`src/rtl/buddy_block_allocator_top_defines.svh`:
```
// Assertion macros for the buddy block allocator.
// Used by the top level; no other dependencies.
`ifndef BUDDY_BLOCK_ALLOCATOR_TOP_DEFINES_SVH
`define BUDDY_BLOCK_ALLOCATOR_TOP_DEFINES_SVH
`ifndef SYNTHESIS
// Same-cycle implication, checked outside reset
`define BBA_ASSERT_IMPL(label, clk, rst_n, ante, cons) \
	label: assert property (@(posedge clk) disable iff (!(rst_n)) (ante) |-> (cons)) \
		else $error("buddy allocator check failed");
// Next-cycle implication, checked outside reset
`define BBA_ASSERT_NEXT(label, clk, rst_n, ante, cons) \
	label: assert property (@(posedge clk) disable iff (!(rst_n)) (ante) |=> (cons)) \
		else $error("buddy allocator check failed");
`else
`define BBA_ASSERT_IMPL(label, clk, rst_n, ante, cons)
`define BBA_ASSERT_NEXT(label, clk, rst_n, ante, cons)
`endif
`endif

```
`src/rtl/bba_pkg.sv`:
```
// Shared constants, types and helper functions of the buddy block allocator.
// No dependencies.
`default_nettype none
package bba_pkg;
	localparam int FRAMES    = 32;
	localparam int TOP_ORDER = $clog2(FRAMES);
	localparam int ORDERS    = TOP_ORDER + 1;
	localparam int ORD_W     = $clog2(ORDERS);
	localparam int START_W   = 5;
	localparam int SIZE_W    = 6;
	localparam int ROW_W     = FRAMES;

	localparam logic KIND_ALLOC   = 1'b0;
	localparam logic KIND_RELEASE = 1'b1;

	typedef struct packed {
		logic               we;
		logic [ORD_W-1:0]   waddr;
		logic [ROW_W-1:0]   wdata;
		logic [ORD_W-1:0]   raddr;
	} mem_req_t;

	typedef struct packed {
		logic               valid;
		logic               success;
		logic [START_W-1:0] granted_start;
		logic [SIZE_W-1:0]  granted_size;
	} result_t;

	typedef struct packed {
		logic               found;
		logic [START_W-1:0] idx;
	} scan_t;

	// Smallest order whose block holds v frames (v up to the pool size)
	function automatic logic [ORD_W-1:0] ceil_order(input logic [SIZE_W-1:0] v);
		logic [ORD_W-1:0] n;
		n = ORD_W'(TOP_ORDER);
		for (int i = TOP_ORDER; i >= 0; i--) begin
			if ((SIZE_W'(1) << i) >= v)
				n = ORD_W'(i);
		end
		return n;
	endfunction

	// Lowest set bit of a free map row
	function automatic scan_t lowest_set(input logic [ROW_W-1:0] row);
		scan_t r;
		r = '0;
		for (int i = ROW_W - 1; i >= 0; i--) begin
			if (row[i]) begin
				r.found = 1'b1;
				r.idx   = START_W'(i);
			end
		end
		return r;
	endfunction

	// Frames of the aligned block of the given order that holds frame s
	function automatic logic [ROW_W-1:0] block_mask(input logic [START_W-1:0] s,
			input logic [ORD_W-1:0] ord);
		logic [ROW_W-1:0] m;
		for (int i = 0; i < ROW_W; i++)
			m[i] = ((START_W'(i) ^ s) >> ord) == '0;
		return m;
	endfunction

	function automatic logic [ROW_W-1:0] one_bit(input logic [START_W-1:0] idx);
		return ROW_W'(1) << idx;
	endfunction
endpackage
`default_nettype wire

```
`src/rtl/bba_in_if.sv`:
```
// Request channel of the buddy block allocator.
// Depends on bba_pkg for field widths.
`default_nettype none
interface bba_in_if;
	logic                        valid;
	logic                        ready;
	logic                        kind;
	logic [bba_pkg::SIZE_W-1:0]  request_frames;
	logic [bba_pkg::START_W-1:0] release_start;
	logic [bba_pkg::SIZE_W-1:0]  release_size;

	modport source (output valid, kind, request_frames, release_start, release_size,
		input ready);
	modport sink (input valid, kind, request_frames, release_start, release_size,
		output ready);
endinterface
`default_nettype wire

```
`src/rtl/bba_out_if.sv`:
```
// Response channel of the buddy block allocator.
// Depends on bba_pkg for field widths.
`default_nettype none
interface bba_out_if;
	logic                        valid;
	logic                        ready;
	logic                        success;
	logic [bba_pkg::START_W-1:0] granted_start;
	logic [bba_pkg::SIZE_W-1:0]  granted_size;

	modport source (output valid, success, granted_start, granted_size, input ready);
	modport sink (input valid, success, granted_start, granted_size, output ready);
endinterface
`default_nettype wire

```
`src/rtl/bba_ram.sv`:
```
// Generic single-write, single-read RAM with registered read data.
// No dependencies.
`default_nettype none
module bba_ram #(
	parameter int WIDTH = 32,
	parameter int DEPTH = 6
) (
	input  logic                     clk,
	input  logic                     we,
	input  logic [$clog2(DEPTH)-1:0] waddr,
	input  logic [WIDTH-1:0]         wdata,
	input  logic [$clog2(DEPTH)-1:0] raddr,
	output logic [WIDTH-1:0]         rdata
);
	logic [WIDTH-1:0] mem_q [DEPTH];

	// Write port and registered read port
	always_ff @(posedge clk) begin
		if (we)
			mem_q[waddr] <= wdata;
		rdata <= mem_q[raddr];
	end
endmodule
`default_nettype wire

```
`src/rtl/bba_engine.sv`:
```
// Sequencer of the buddy block allocator: search, split, check and merge
// over the free map rows. Depends on bba_pkg and bba_in_if.
`default_nettype none
module bba_engine (
	input  logic                          clk,
	input  logic                          arst_n,
	bba_in_if.sink                        req,
	input  logic [bba_pkg::ROW_W-1:0]     rdata,
	output bba_pkg::mem_req_t             mem,
	output bba_pkg::result_t              res,
	input  logic                          res_take
);
	import bba_pkg::*;

	typedef enum logic [3:0] {
		S_INIT, S_IDLE, S_A_RD, S_A_CHK, S_A_SPLIT,
		S_R_RD, S_R_CHK, S_M_RD, S_M_CHK, S_FIN
	} state_t;

	state_t               state_q;
	logic [ORD_W-1:0]     row_q;
	logic [ORD_W-1:0]     n_q;
	logic [ORD_W-1:0]     o_q;
	logic [START_W-1:0]   s_q;
	logic                 kind_q;
	logic                 ok_q;

	scan_t                scan;
	logic [START_W-1:0]   buddy_idx;
	logic [START_W-1:0]   split_idx;
	logic [ORD_W-1:0]     chk_order;
	logic                 conflict;
	logic                 merge_go;
	logic [ORD_W-1:0]     req_n;
	logic [ORD_W-1:0]     rel_o;
	logic                 alloc_bad;
	logic                 rel_bad;
	logic [SIZE_W-1:0]    sz_m1;

	// Decode an incoming item
	assign req_n     = ceil_order(req.request_frames);
	assign rel_o     = ceil_order(req.release_size);
	assign sz_m1     = req.release_size - SIZE_W'(1);
	assign alloc_bad = (req.request_frames == '0) ||
		(req.request_frames > SIZE_W'(FRAMES));
	assign rel_bad   = (req.release_size == '0) || ((req.release_size & sz_m1) != '0) ||
		(req.release_size > SIZE_W'(FRAMES)) ||
		((SIZE_W'(req.release_start) & sz_m1) != '0) ||
		((7'(req.release_start) + 7'(req.release_size)) > 7'(FRAMES));

	// Examine the row just read
	assign scan      = lowest_set(rdata);
	assign buddy_idx = s_q ^ (START_W'(1) << row_q);
	assign split_idx = s_q + (START_W'(1) << row_q);
	assign chk_order = (row_q > o_q) ? row_q : o_q;
	assign conflict  = |(rdata & block_mask(s_q, chk_order));
	assign merge_go  = (row_q < ORD_W'(TOP_ORDER)) && rdata[buddy_idx];

	assign req.ready = (state_q == S_IDLE);

	// Memory requests: read the current row, write back the modified row
	always_comb begin
		mem.we    = 1'b0;
		mem.waddr = row_q;
		mem.wdata = rdata;
		mem.raddr = row_q;
		case (state_q)
			S_INIT: begin
				mem.we    = 1'b1;
				mem.wdata = (row_q == ORD_W'(TOP_ORDER)) ? ROW_W'(1) : '0;
			end
			S_A_CHK: begin
				mem.we    = scan.found;
				mem.wdata = rdata & ~one_bit(scan.idx);
			end
			S_A_SPLIT: begin
				mem.we    = 1'b1;
				mem.wdata = one_bit(split_idx);
			end
			S_M_CHK: begin
				mem.we    = 1'b1;
				mem.wdata = merge_go ? (rdata & ~one_bit(buddy_idx)) :
					(rdata | one_bit(s_q));
			end
			default: begin
				mem.we = 1'b0;
			end
		endcase
	end

	// Result toward the output register
	always_comb begin
		res.valid         = (state_q == S_FIN);
		res.success       = ok_q;
		res.granted_start = '0;
		res.granted_size  = '0;
		if (ok_q && kind_q == KIND_ALLOC) begin
			res.granted_start = s_q;
			res.granted_size  = SIZE_W'(1) << n_q;
		end
	end

	// Sequencer
	always_ff @(posedge clk or negedge arst_n) begin
		if (!arst_n) begin
			state_q <= S_INIT;
			row_q   <= '0;
			n_q     <= '0;
			o_q     <= '0;
			s_q     <= '0;
			kind_q  <= KIND_ALLOC;
			ok_q    <= 1'b0;
		end else begin
			case (state_q)
				// clear the free maps, leave the whole pool free
				S_INIT: begin
					if (row_q == ORD_W'(TOP_ORDER)) begin
						row_q   <= '0;
						state_q <= S_IDLE;
					end else begin
						row_q <= row_q + ORD_W'(1);
					end
				end
				S_IDLE: begin
					if (req.valid) begin
						kind_q <= req.kind;
						ok_q   <= 1'b0;
						s_q    <= '0;
						if (req.kind == KIND_ALLOC) begin
							n_q     <= req_n;
							row_q   <= req_n;
							state_q <= alloc_bad ? S_FIN : S_A_RD;
						end else begin
							s_q     <= req.release_start;
							o_q     <= rel_o;
							row_q   <= '0;
							state_q <= rel_bad ? S_FIN : S_R_RD;
						end
					end
				end
				S_A_RD: state_q <= S_A_CHK;
				// take the lowest free block of this order or move up
				S_A_CHK: begin
					if (scan.found) begin
						s_q <= scan.idx;
						if (row_q > n_q) begin
							row_q   <= row_q - ORD_W'(1);
							state_q <= S_A_SPLIT;
						end else begin
							ok_q    <= 1'b1;
							state_q <= S_FIN;
						end
					end else if (row_q == ORD_W'(TOP_ORDER)) begin
						state_q <= S_FIN;
					end else begin
						row_q   <= row_q + ORD_W'(1);
						state_q <= S_A_RD;
					end
				end
				// free the upper half at each lower order
				S_A_SPLIT: begin
					if (row_q == n_q) begin
						ok_q    <= 1'b1;
						state_q <= S_FIN;
					end else begin
						row_q <= row_q - ORD_W'(1);
					end
				end
				S_R_RD: state_q <= S_R_CHK;
				// drop a release that overlaps any free block
				S_R_CHK: begin
					if (conflict) begin
						state_q <= S_FIN;
					end else if (row_q == ORD_W'(TOP_ORDER)) begin
						row_q   <= o_q;
						state_q <= S_M_RD;
					end else begin
						row_q   <= row_q + ORD_W'(1);
						state_q <= S_R_RD;
					end
				end
				S_M_RD: state_q <= S_M_CHK;
				// merge with the free buddy or place the block
				S_M_CHK: begin
					if (merge_go) begin
						s_q     <= s_q & ~(START_W'(1) << row_q);
						row_q   <= row_q + ORD_W'(1);
						state_q <= S_M_RD;
					end else begin
						ok_q    <= 1'b1;
						state_q <= S_FIN;
					end
				end
				// hold until the output register takes the item
				S_FIN: begin
					if (res_take)
						state_q <= S_IDLE;
				end
				default: state_q <= S_IDLE;
			endcase
		end
	end
endmodule
`default_nettype wire

```
`src/rtl/buddy_block_allocator_top.sv`:
```
// Top level of the buddy block allocator: free map RAM, sequencer and
// output register. Depends on bba_pkg, bba_in_if, bba_out_if, bba_ram, bba_engine.
//
//   channel | dir | payload
//   req     | in  | kind, request_frames, release_start, release_size
//   rsp     | out | success, granted_start, granted_size
//
// One item at a time; each order visited takes a RAM read, then a check and
// write back. A malformed item goes straight from acceptance to its result.
// Allocate searches upward from the requested order, then frees the upper half
// at each split order down to it. Release checks all six rows for an overlap,
// then merges upward order by order; an overlap ends it early. After reset a
// pass writes all six free map rows before req.ready rises. A stalled rsp holds
// its item in the output register while the next request is taken.
`default_nettype none
`include "buddy_block_allocator_top_defines.svh"
module buddy_block_allocator_top (
	input  logic       clk,
	input  logic       arst_n,
	bba_in_if.sink     req,
	bba_out_if.source  rsp
);
	import bba_pkg::*;

	mem_req_t             mem;
	result_t              res;
	logic [ROW_W-1:0]     rdata;
	logic                 out_free;
	logic                 out_valid_q;
	logic                 success_q;
	logic [START_W-1:0]   start_q;
	logic [SIZE_W-1:0]    size_q;

	bba_ram #(
		.WIDTH (ROW_W),
		.DEPTH (ORDERS)
	) u_ram (
		.clk   (clk),
		.we    (mem.we),
		.waddr (mem.waddr),
		.wdata (mem.wdata),
		.raddr (mem.raddr),
		.rdata (rdata)
	);

	bba_engine u_engine (
		.clk      (clk),
		.arst_n   (arst_n),
		.req      (req),
		.rdata    (rdata),
		.mem      (mem),
		.res      (res),
		.res_take (out_free)
	);

	assign out_free = !out_valid_q || rsp.ready;

	// Output register: load a finished item, clear when taken
	always_ff @(posedge clk or negedge arst_n) begin
		if (!arst_n) begin
			out_valid_q <= 1'b0;
		end else if (res.valid && out_free) begin
			out_valid_q <= 1'b1;
		end else if (rsp.ready) begin
			out_valid_q <= 1'b0;
		end
	end

	always_ff @(posedge clk) begin
		if (res.valid && out_free) begin
			success_q <= res.success;
			start_q   <= res.granted_start;
			size_q    <= res.granted_size;
		end
	end

	assign rsp.valid         = out_valid_q;
	assign rsp.success       = success_q;
	assign rsp.granted_start = start_q;
	assign rsp.granted_size  = size_q;

	// Checks
	`BBA_ASSERT_IMPL(a_ready_no_pending, clk, arst_n, req.ready, !res.valid)
	`BBA_ASSERT_NEXT(a_busy_after_accept, clk, arst_n, req.valid && req.ready, !req.ready)
	`BBA_ASSERT_IMPL(a_fail_zero, clk, arst_n, res.valid && !res.success,
		res.granted_start == '0 && res.granted_size == '0)
	`BBA_ASSERT_IMPL(a_grant_pow2, clk, arst_n, res.valid && res.granted_size != '0,
		$onehot(res.granted_size) &&
		((res.granted_start & (START_W'(res.granted_size) - START_W'(1))) == '0))
endmodule
`default_nettype wire

```
`src/flat_wrapper.sv`:
```
// flat-port wrapper written by rule: the top's interface ports become plain ports
module buddy_block_allocator_top_flat import bba_pkg::*;
  (clk, arst_n, req_valid, req_kind, req_request_frames, req_release_start, req_release_size, req_ready, rsp_valid, rsp_success, rsp_granted_start, rsp_granted_size, rsp_ready);
  bba_in_if req_i ();
  bba_out_if rsp_i ();
  input  logic clk;
  input  logic arst_n;
  input wire logic [$bits(req_i.valid)-1:0] req_valid;
  input wire logic [$bits(req_i.kind)-1:0] req_kind;
  input wire logic [$bits(req_i.request_frames)-1:0] req_request_frames;
  input wire logic [$bits(req_i.release_start)-1:0] req_release_start;
  input wire logic [$bits(req_i.release_size)-1:0] req_release_size;
  output wire logic [$bits(req_i.ready)-1:0] req_ready;
  output wire logic [$bits(rsp_i.valid)-1:0] rsp_valid;
  output wire logic [$bits(rsp_i.success)-1:0] rsp_success;
  output wire logic [$bits(rsp_i.granted_start)-1:0] rsp_granted_start;
  output wire logic [$bits(rsp_i.granted_size)-1:0] rsp_granted_size;
  input wire logic [$bits(rsp_i.ready)-1:0] rsp_ready;
  assign req_i.valid = req_valid;
  assign req_i.kind = req_kind;
  assign req_i.request_frames = req_request_frames;
  assign req_i.release_start = req_release_start;
  assign req_i.release_size = req_release_size;
  assign req_ready = req_i.ready;
  assign rsp_valid = rsp_i.valid;
  assign rsp_success = rsp_i.success;
  assign rsp_granted_start = rsp_i.granted_start;
  assign rsp_granted_size = rsp_i.granted_size;
  assign rsp_i.ready = rsp_ready;
  buddy_block_allocator_top u_core (.clk(clk), .arst_n(arst_n), .req(req_i), .rsp(rsp_i));
endmodule
```
`config.mk`:
```
export PLATFORM = sky130hd
export DESIGN_NAME = buddy_block_allocator_top_flat
export DESIGN_NICKNAME = d
export VERILOG_FILES = /design/src/rtl/bba_pkg.sv /design/src/rtl/bba_in_if.sv /design/src/rtl/bba_out_if.sv /design/src/rtl/bba_ram.sv /design/src/rtl/bba_engine.sv /design/src/rtl/buddy_block_allocator_top.sv /design/src/flat_wrapper.sv
export VERILOG_INCLUDE_DIRS = /design/src /design/src/rtl
export SDC_FILE = /design/constraint.sdc
export NUM_CORES = 1
export LEC_CHECK = 0
export BUFFER_PORTS_ARGS = -buffer_cell sky130_fd_sc_hd__buf_2
export CORE_MARGIN = 3
export CORE_UTILIZATION = 47
export DETAILED_ROUTE_END_ITERATION = 6
export SYNTH_ARGS = -nofsm -noshare
export SYNTH_HDL_FRONTEND = slang
export SYNTH_SLANG_ARGS = --single-unit
```
`constraint.sdc`:
```
create_clock -name clk -period 6.15 [get_ports clk]
set_input_delay 1.23 -clock clk [delete_from_list [all_inputs] [get_ports clk]]
set_output_delay 1.23 -clock clk [all_outputs]
set_load 0.01 [all_outputs]
```
==> results of run 1 <==
sequential cells by signal, indices dropped and copies added, names as in the netlist:
register	flops
u_core.rsp.granted_start	5
u_core.u_engine.n_q	3
u_core.u_engine.ok_q	1
u_core.u_engine.row_q	3
u_core.rsp.valid	1
u_core.u_engine.state_q	4
u_core.u_engine.kind_q	1
u_core.u_engine.s_q	5
u_core.u_ram.mem_q	192
u_core.u_engine.o_q	3
u_core.rsp.success	1
u_core.u_ram.rdata	32
u_core.rsp.granted_size	6
per-stage QoR:
step | std cells | util | hold slack, ns | setup slack (ns) | cell area (um2)
after floorplan | 1260 | - | 0.425 | 1.16 | 13900
after global placement | 1634 | 0.500 | 0.432 | 1.36 | 14400
after detailed placement | 1634 | 0.500 | 0.434 | 1.31 | 14400
after CTS | 1684 | 0.531 | 0.443 | 1.25 | 15300
after global routing | 1684 | 0.531 | 0.466 | 0.869 | 15300
final | 1684 | 0.531 | 0.445 | 1.10 | 15300
Yosys cell counts (all sizes together) (4+ instances only):
master	number	area [um2]
a2111oi	4	36.3
a211oi	6	45.0
a21boi	4	30.0
a21o	7	53.8
a21oi	82	429
a221o	7	70.1
a221oi	4	35.0
a22o	9	78.8
a22oi	29	223
a31oi	17	121
and2	7	46.3
and3	6	37.5
buf	20	121
clkbuf	42	158
dfrtp	21	526
dfxtp	32	641
edfxtp	204	6130
ha	34	425
inv	45	169
mux2	30	345
mux2i	32	337
mux4	23	518
nand2	124	473
nand2b	17	106
nand3	39	210
nor2	113	432
nor2b	8	57.6
nor3	21	110
nor4	14	87.6
o211ai	40	305
o21a	4	37.5
o21ai	104	521
o21bai	8	60.1
o221ai	23	208
o22ai	9	56.3
o311ai	4	52.6
o31ai	5	37.5
or3	10	62.6
xnor2	6	52.6
xor2	6	52.6
cell families after synthesis:
logic type	after synthesis	share of synthesized area
AO/OA/AOI/OAI	387	0.188
AND/OR/NAND/NOR	375	0.126
flip-flops	257	0.526
buffers and inverters	108	0.0326
multiplexers	85	0.0865
adder cells (fa/ha/maj)	36	0.0336
XOR/XNOR	12	0.00758
area by class of cell:
cell class                 instances  area [um2]  area share
sequential                       257        7300       0.476
multi-input combinational        895        6170       0.403
clock buffer                      38         727      0.0474
tap                              384         480      0.0314
timing repair buffer              52         303      0.0198
clock inverter                    12         173      0.0113
inverter                          46         173      0.0113
how the worst min path moves through the flow:
stage / slack (ns) / cells past startpoint / to / startpoint
CTS: 0.44 / 2 / u_core.u_ram.rdata[16] / u_core.u_ram.mem_q[5][16]
finish: 0.44 / 2 / u_core.u_ram.rdata[16] / u_core.u_ram.mem_q[5][16]
global route: 0.47 / 2 / u_core.u_ram.rdata[1] / u_core.u_ram.mem_q[5][1]
global placement: 0.43 / 2 / u_core.u_ram.rdata[27] / u_core.u_ram.mem_q[4][27]
floorplan: 0.43 / 2 / u_core.u_ram.rdata[0] / u_core.u_ram.mem_q[5][0]
detailed placement: 0.43 / 2 / u_core.u_ram.rdata[23] / u_core.u_ram.mem_q[5][23]
power groups by stage:
| stage | clock network [uW] | logic, uW | registers [uW] |
|---|---|---|---|
| 3_3_place_gp | 0 | 4790 | 3280 |
| 4_1_cts | 1690 | 4820 | 3250 |
| 3_5_place_dp | 0 | 4790 | 3280 |
| 5_1_grt | 1750 | 5300 | 3310 |
| 6_report | 1660 | 4910 | 3300 |
| 2_1_floorplan | 0 | 3580 | 2930 |
layer usage:
layer / routed length (um) / track usage
met4: 1820 / 0.108
met5: 0 / 0
met2: 20100 / 0.437
met1: 18900 / 0.391
met3: 3590 / 0.0428
worst max-delay path: cells and delay by family, from the launching register on:
family / cells / cell delay, ns
mux: 2 / 1.08
fa+ha+maj: 2 / 1.09
buf+inv: 2 / 0.33
simple gates: 5 / 0.64
flops: 1 / 0.47
compound gates: 4 / 1.16
==> qor.csv, run 1 <==
metric,value,unit
status,"complete, no violations",
path_clk_slew,0.06,ns
cp-endpoint,u_core.u_ram.mem_q[2][24],
drc,0,
clock_skew,0.0110,ns
routed_wl,44400,um
cts_tree,done,
p_int,5340,uW
layout_commonest_cell,edfxtp_1,
rsz0062_at_grt,false,
setup_viol,0,
dp_hpwl,30300,um
maxCapViolCount,0,
total_power,9860,uW
ant_nets,0,
grt.overflow.total,0,
worst_pin_slew,1.04,ns
hp-class,register to register,
critPathKind,register to register,
r2r_start,u_core.u_engine.row_q[1],
p_switching,4510,uW
cts_max_path_buffers,3,
power.share.clock,0.168,
die_area,0.0316,mm2
htree_levels,1,
irDropWorstVdd,270,uV
grt_pass1_vias,10410,
clock_latency,0.56,ns
dr_total_vias,10884,
fin_tns_setup,0,ns
startpoint,u_core.u_engine.row_q[1],
pwr-share-seq,0.334,
slew_headroom,0.303,
grt_first_pass_wirelength,66200,um
cp-end-kind,register,
synth_edf_count,204,
synth_area_per_cell,11.0,um2
r2r-end,u_core.u_ram.mem_q[2][24],
fillers,2547,
netlist_area,0.0139,mm2
start_util,0.480,
crit_arrival,5.34,ns
die_w,178,um
worstPathCellList,inv_1 -> ha_1 -> nand2_1 -> ha_1 -> mux4_2 -> mux4_2 -> o221ai_2 -> inv_2 -> nor2_2 -> nand2_1 -> o21ai_1 -> a21oi_1 -> nor2_1 -> nor2_1 -> a21oi_1,
num_antenna_cells,0,
cts_setup_buffers,0,
viasPerCell,6.46,
firstDrtPassIters,5,
drive_gt1_frac,0.142,
postSynthCellCount,1260,
drtIter0Drc,1223,
die_height,178,um
cts.sinks,257,
rrSetupSlack,1.10,ns
cts_root_buf,clkbuf_16,
final_nets,1337,
ios,36,
worstPathMaxFanout,22,
powerDensity,643,mW/mm2
start_kind,register,
leakage,0.00536,uW
ys_seq_area_frac,0.526,
finalHoldViolations,0,
synth_seq_cells,257,
numCtsBuffers,27,
fp.coreArea,0.0289,mm2
synth_nets,1318,
rr_worst_depth,15,
period_needed,5.05,ns
crit_path_max_incr_delay,0.86,ns
max_freq,198,MHz
portBuffers,35,
area_growth,10.5,%
post_cts_resize_count,0,
maxSlewViolCount,0,
antenna_found_initial,0,
rows,62,
hold_buffers,0,
postSynth.topFlopCell,edfxtp_1,
final_cell_mix,"edfxtp_1 (204), nand2_1 (123), nor2_1 (107), o21ai_0 (95), a21oi_1 (79)",
swShare,0.458,
synth.distinct_cells,88,
drt-wirelength-per-cell,26.4,um
async_flop_share,0.0817,
comb_power_share,0.498,
yosys_warnings,0,
critical_path_required,6.44,ns
slowest_stage,ha_1,
grt_max_degree,50,
grt_usage,0.279,
fin_crit_sh,0.821,
gp_congestion,1.01,
(Power assumes the default switching activity.)
==> run 2: changes to the inputs <==
==> constraint.sdc (replaced) <==
create_clock -name clk -period 5 [get_ports clk]
set_input_delay 1 -clock clk [delete_from_list [all_inputs] [get_ports clk]]
set_output_delay 1 -clock clk [all_outputs]
set_load 0.01 [all_outputs]
==> run 2 against run 1 <==
  * The run now ends with DRC left
  * Non-clock buffer count rose by 17
  * Critical path depth fell by 2
  * Design area rose by 0.60%
  * Via count barely moved
  * Sequential share of layout area fell by 0.28 points
  * Die area did not move
  * Clock skew fell by 0.0023 ns
  * Largest cell class unchanged
  * Highest routed layer unchanged
==> qor.csv, run 2 (synthesized netlist as in run 1, its figures left out) <==
metric,value,unit
fin_crit_sh,0.862,
finalHoldViolations,0,
cts_max_path_buffers,3,
dpl-instance-area,0.0145,mm2
portBuffers,35,
post_cts_resize_count,0,
design_area,0.0154,mm2
ios,36,
grt.overflow.total,0,
drc,28,
maxCapViolCount,0,
routed_wl,44000,um
grt_first_pass_wirelength,65800,um
hp-class,input pin to async pin,
path_clk_slew,0.06,ns
ant_nets,0,
cts_setup_buffers,0,
num_antenna_cells,0,
critical_path_required,5.30,ns
dp_hpwl,30600,um
firstDrtPassIters,7,
crit_arrival,4.61,ns
grt_max_degree,39,
die_area,0.0316,mm2
startpoint,u_core.u_engine.row_q[1],
cts_tree,done,
hold_buffers,0,
viasPerCell,6.40,
max_freq,232,MHz
rows,62,
irDropWorstVdd,383,uV
drt-wirelength-per-cell,25.9,um
leakage,0.00542,uW
gp_congestion,1.06,
total_power,12100,uW
period_needed,4.31,ns
cts.sinks,257,
start_kind,register,
drtIter0Drc,1376,
numCtsBuffers,27,
cts_root_buf,clkbuf_16,
rrSetupSlack,0.69,ns
layout_commonest_cell,edfxtp_1,
slew_headroom,0.338,
r2r_start,u_core.u_engine.row_q[1],
rsz0062_at_grt,false,
clock_latency,0.56,ns
final_nets,1354,
fp.coreArea,0.0289,mm2
die_height,178,um
cp-end-kind,register,
dp_slack,0.736,ns
grt_usage,0.277,
worst_pin_slew,0.990,ns
start_util,0.480,
fin_tns_setup,0,ns
worst_slack,0.691,ns
die_w,178,um
top_register,u_core.u_ram.mem_q,
fillers,2582,
dr_total_vias,10894,
htree_levels,1,
drive_gt1_frac,0.149,
worstPathMaxFanout,9,
grt_pass1_vias,10363,
setup_viol,0,
powerDensity,787,mW/mm2
rr_worst_depth,13,
fin_cells,1701,
clock_skew,0.00865,ns
violations,DRC,
status,"finished, violations left",
largest_reg_flops,192,
maxSlewViolCount,0,
final_cell_mix,"edfxtp_1 (204), nand2_1 (123), nor2_1 (108), o21ai_0 (95), a21oi_1 (79)",
dp.cells,1651,
antenna_found_initial,1,
critPathKind,register to register,
area_growth,11.2,%
-- run 2: cell types whose count changed in the layout (fill, tap and decap cells not counted) --
| cell | change |
|---|---|
| clkinvlp_4 | +2 |
| bufinv_16 | -1 |
| clkinv_2 | -4 |
| buf_4 | +17 |
| nor2_2 | -1 |
| nor2_1 | +1 |
| clkbuf_1 | +1 |
| clkbuf_8 | -1 |
| clkinv_1 | +3 |
-- run 2: per-stage QoR --
stage / util / hold WS (ns)
after floorplan: - / 0.425
after global routing: 0.534 / 0.445
after CTS: 0.534 / 0.411
final: 0.534 / 0.411
after global placement: 0.504 / 0.434
after detailed placement: 0.504 / 0.434
-- run 2: worst paths after layout --
path | endpoint
setup / recovery | u_core.u_ram.mem_q[3][0]
hold / removal | u_core.u_engine.state_q[2]
setup reg to reg | u_core.u_ram.mem_q[3][0]
hold reg to reg | u_core.u_ram.rdata[28]
max in group asynchronous | u_core.u_engine.row_q[1]
min in group clk | u_core.u_ram.rdata[28]
-- run 2: metal layers --
layer / vias up / GRT usage / wire length (um)
met5: - / 0 / 0
met4: 0 / 0.107 / 1980
met3: 134 / 0.0458 / 3690
met2: 545 / 0.422 / 19500
met1: 5287 / 0.398 / 18800
li1: 4928 / - / -
-- run 2: critical path, stage by stage, from the launching register on --
cell	delay, ns
dfrtp_4	0.49
inv_1	0.10
ha_1	0.18
nand2_1	0.08
ha_1	0.61
mux4_2	0.57
mux4_2	0.50
o221ai_2	0.20
inv_2	0.11
nor2_2	0.11
nand2_1	0.21
o21ai_0	0.36
a21oi_1	0.12
a21oi_1	0.42
-- run 2: final cells by class --
class | count | area (um2) | area share
clock buffers | 38 | 717 | 0.0465
clock inverters | 12 | 149 | 0.00966
inverters | 46 | 173 | 0.0112
multi-input cells | 895 | 6170 | 0.400
flip-flops and latches | 257 | 7300 | 0.473
well taps | 384 | 480 | 0.0312
repair buffers | 69 | 430 | 0.0279
-- run 2: report_power, final --
group          leakage [uW]  switching [uW]  total (uW)  internal [uW]
Clock              0.000410             824        1980           1160
Combinational       0.00262            4010        6180           2170
Sequential          0.00239             692        3970           3280
==> run 3: changes to the inputs <==
--- a/config.mk
+++ b/config.mk
@@ -10,6 +10,7 @@
 export CORE_MARGIN = 3
 export CORE_UTILIZATION = 47
 export DETAILED_ROUTE_END_ITERATION = 6
+export PLACE_DENSITY = 0.69
 export SYNTH_ARGS = -nofsm -noshare
 export SYNTH_HDL_FRONTEND = slang
 export SYNTH_SLANG_ARGS = --single-unit
==> run 3 against run 2 <==
  * The flow now finishes without violations
  * Clock skew about the same
  * Sequential share of layout area hardly changed
  * Combinational power is 1% lower
  * Global-route usage decreased by 1.5 points
  * Fmax decreased by 1.0%
  * Worst hold slack worse by 0.0042 ns
  * First-iteration DRC count grew 1.5%
  * Critical endpoint is now u_core.u_ram.mem_q[3][16]
==> qor.csv, run 3 (synthesized netlist as in run 1, its figures left out) <==
metric,value,unit
status,"complete, no violations",
layout_commonest_cell,edfxtp_1,
finalHoldViolations,0,
powerDensity,782,mW/mm2
fin_hold_ws,0.407,ns
rsz0062_at_grt,false,
cts_setup_buffers,0,
portBuffers,35,
period_needed,4.35,ns
rows,62,
cts_tree,done,
ant_nets,0,
viasPerCell,6.50,
start_kind,register,
max_freq,230,MHz
worstPathMaxFanout,10,
htree_levels,1,
fin_crit_sh,0.871,
largest_reg_flops,192,
numCtsBuffers,27,
design_area,0.0154,mm2
critical_path_required,5.29,ns
hp-class,input pin to async pin,
die_area,0.0316,mm2
start_util,0.480,
fp.coreArea,0.0289,mm2
post_cts_resize_count,0,
drt-wirelength-per-cell,24.5,um
final_nets,1351,
leakage,0.00542,uW
ios,36,
clock_skew,0.00886,ns
crit_arrival,4.64,ns
fin_tns_setup,0,ns
cp-end-kind,register,
grt_pass1_vias,10504,
grt_max_degree,49,
firstDrtPassIters,6,
drtIter0Drc,1396,
cts_max_path_buffers,3,
critPathKind,register to register,
maxSlewViolCount,0,
grt_usage,0.262,
drc,0,
dpl-instance-area,0.0145,mm2
grt.overflow.total,0,
slew_headroom,0.386,
irDropWorstVdd,363,uV
routed_wl,41600,um
dr_total_vias,11033,
hold_buffers,0,
die_height,178,um
drive_gt1_frac,0.152,
dp_hpwl,28800,um
path_clk_slew,0.06,ns
clock_latency,0.56,ns
num_antenna_cells,0,
maxCapViolCount,0,
top_register,u_core.u_ram.mem_q,
die_w,178,um
area_growth,11.0,%
grt_first_pass_wirelength,63400,um
cts_root_buf,clkbuf_16,
gp_congestion,1.10,
cts.sinks,257,
final_cell_mix,"edfxtp_1 (204), nand2_1 (123), nor2_1 (108), o21ai_0 (95), a21oi_1 (79)",
worst_pin_slew,0.911,ns
total_power,12000,uW
antenna_found_initial,0,
setup_viol,0,
==> run 3: changes by cell type in the layout (fill, tap and decap cells not counted), sizes merged <==
cell,before,now
buf,69,66
bufinv,3,2
clkbuf,38,31
clkinv,7,15
clkinvlp,2,1
inv,46,47
==> run 3: metrics by stage <==
step,instances,util,setup slack [ns]
after global routing,1698,0.533,0.372
final,1698,0.533,0.645
after CTS,1698,0.533,0.731
after detailed placement,1648,0.503,0.764
after global placement,1648,0.503,0.837
after floorplan,1260,-,0.0128
==> run 3: final timing paths <==
path / from / depth (start not counted) / slack [ns] / end
min reg2reg: u_core.u_ram.mem_q[5][16] / 2 / 0.45 / u_core.u_ram.rdata[16]
min: arst_n / 1 / 0.41 / u_core.rsp.valid
max reg2reg: u_core.u_engine.row_q[1] / 16 / 0.65 / u_core.u_ram.mem_q[3][16]
max in group asynchronous: arst_n / 1 / 4.24 / u_core.u_engine.row_q[2]
max: u_core.u_engine.row_q[1] / 16 / 0.65 / u_core.u_ram.mem_q[3][16]
min in group clk: u_core.u_ram.mem_q[5][16] / 2 / 0.45 / u_core.u_ram.rdata[16]
==> run 3: per-layer routing <==
metal	up-vias	routed length [um]	GRT usage
li1	4903	-	-
met1	5345	17600	0.374
met2	622	17900	0.395
met3	163	4130	0.0543
met4	0	1960	0.0975
met5	-	0	0
==> run 3: cell type report <==
| class | count | area [um2] |
|---|---|---|
| clock buffer | 31 | 701 |
| clock inverter | 19 | 170 |
| fill | 2507 | 13500 |
| inverter | 46 | 173 |
| multi-input combinational | 895 | 6170 |
| sequential | 257 | 7300 |
| tap | 384 | 480 |
| timing repair buffer | 66 | 408 |
==> run 3: where the power goes <==
part           internal [uW]  total, uW  leakage, uW  switching (uW)
clock network           1120       1950     0.000427             837
logic                   2160       6110      0.00260            3940
registers               3280       3970      0.00239             692
==> run 3: worst max-delay path, cell delays in order, from the launching register on <==
cell,delay [ns]
dfrtp_2,0.42
inv_1,0.09
ha_1,0.18
nand2_1,0.09
ha_1,0.64
mux4_2,0.57
mux4_2,0.46
nand2b_1,0.17
o221ai_2,0.10
inv_2,0.11
nand3_1,0.29
o21ai_0,0.15
o21ai_1,0.13
a21oi_1,0.11
nor2_1,0.11
nor2_1,0.05
a21oi_1,0.42
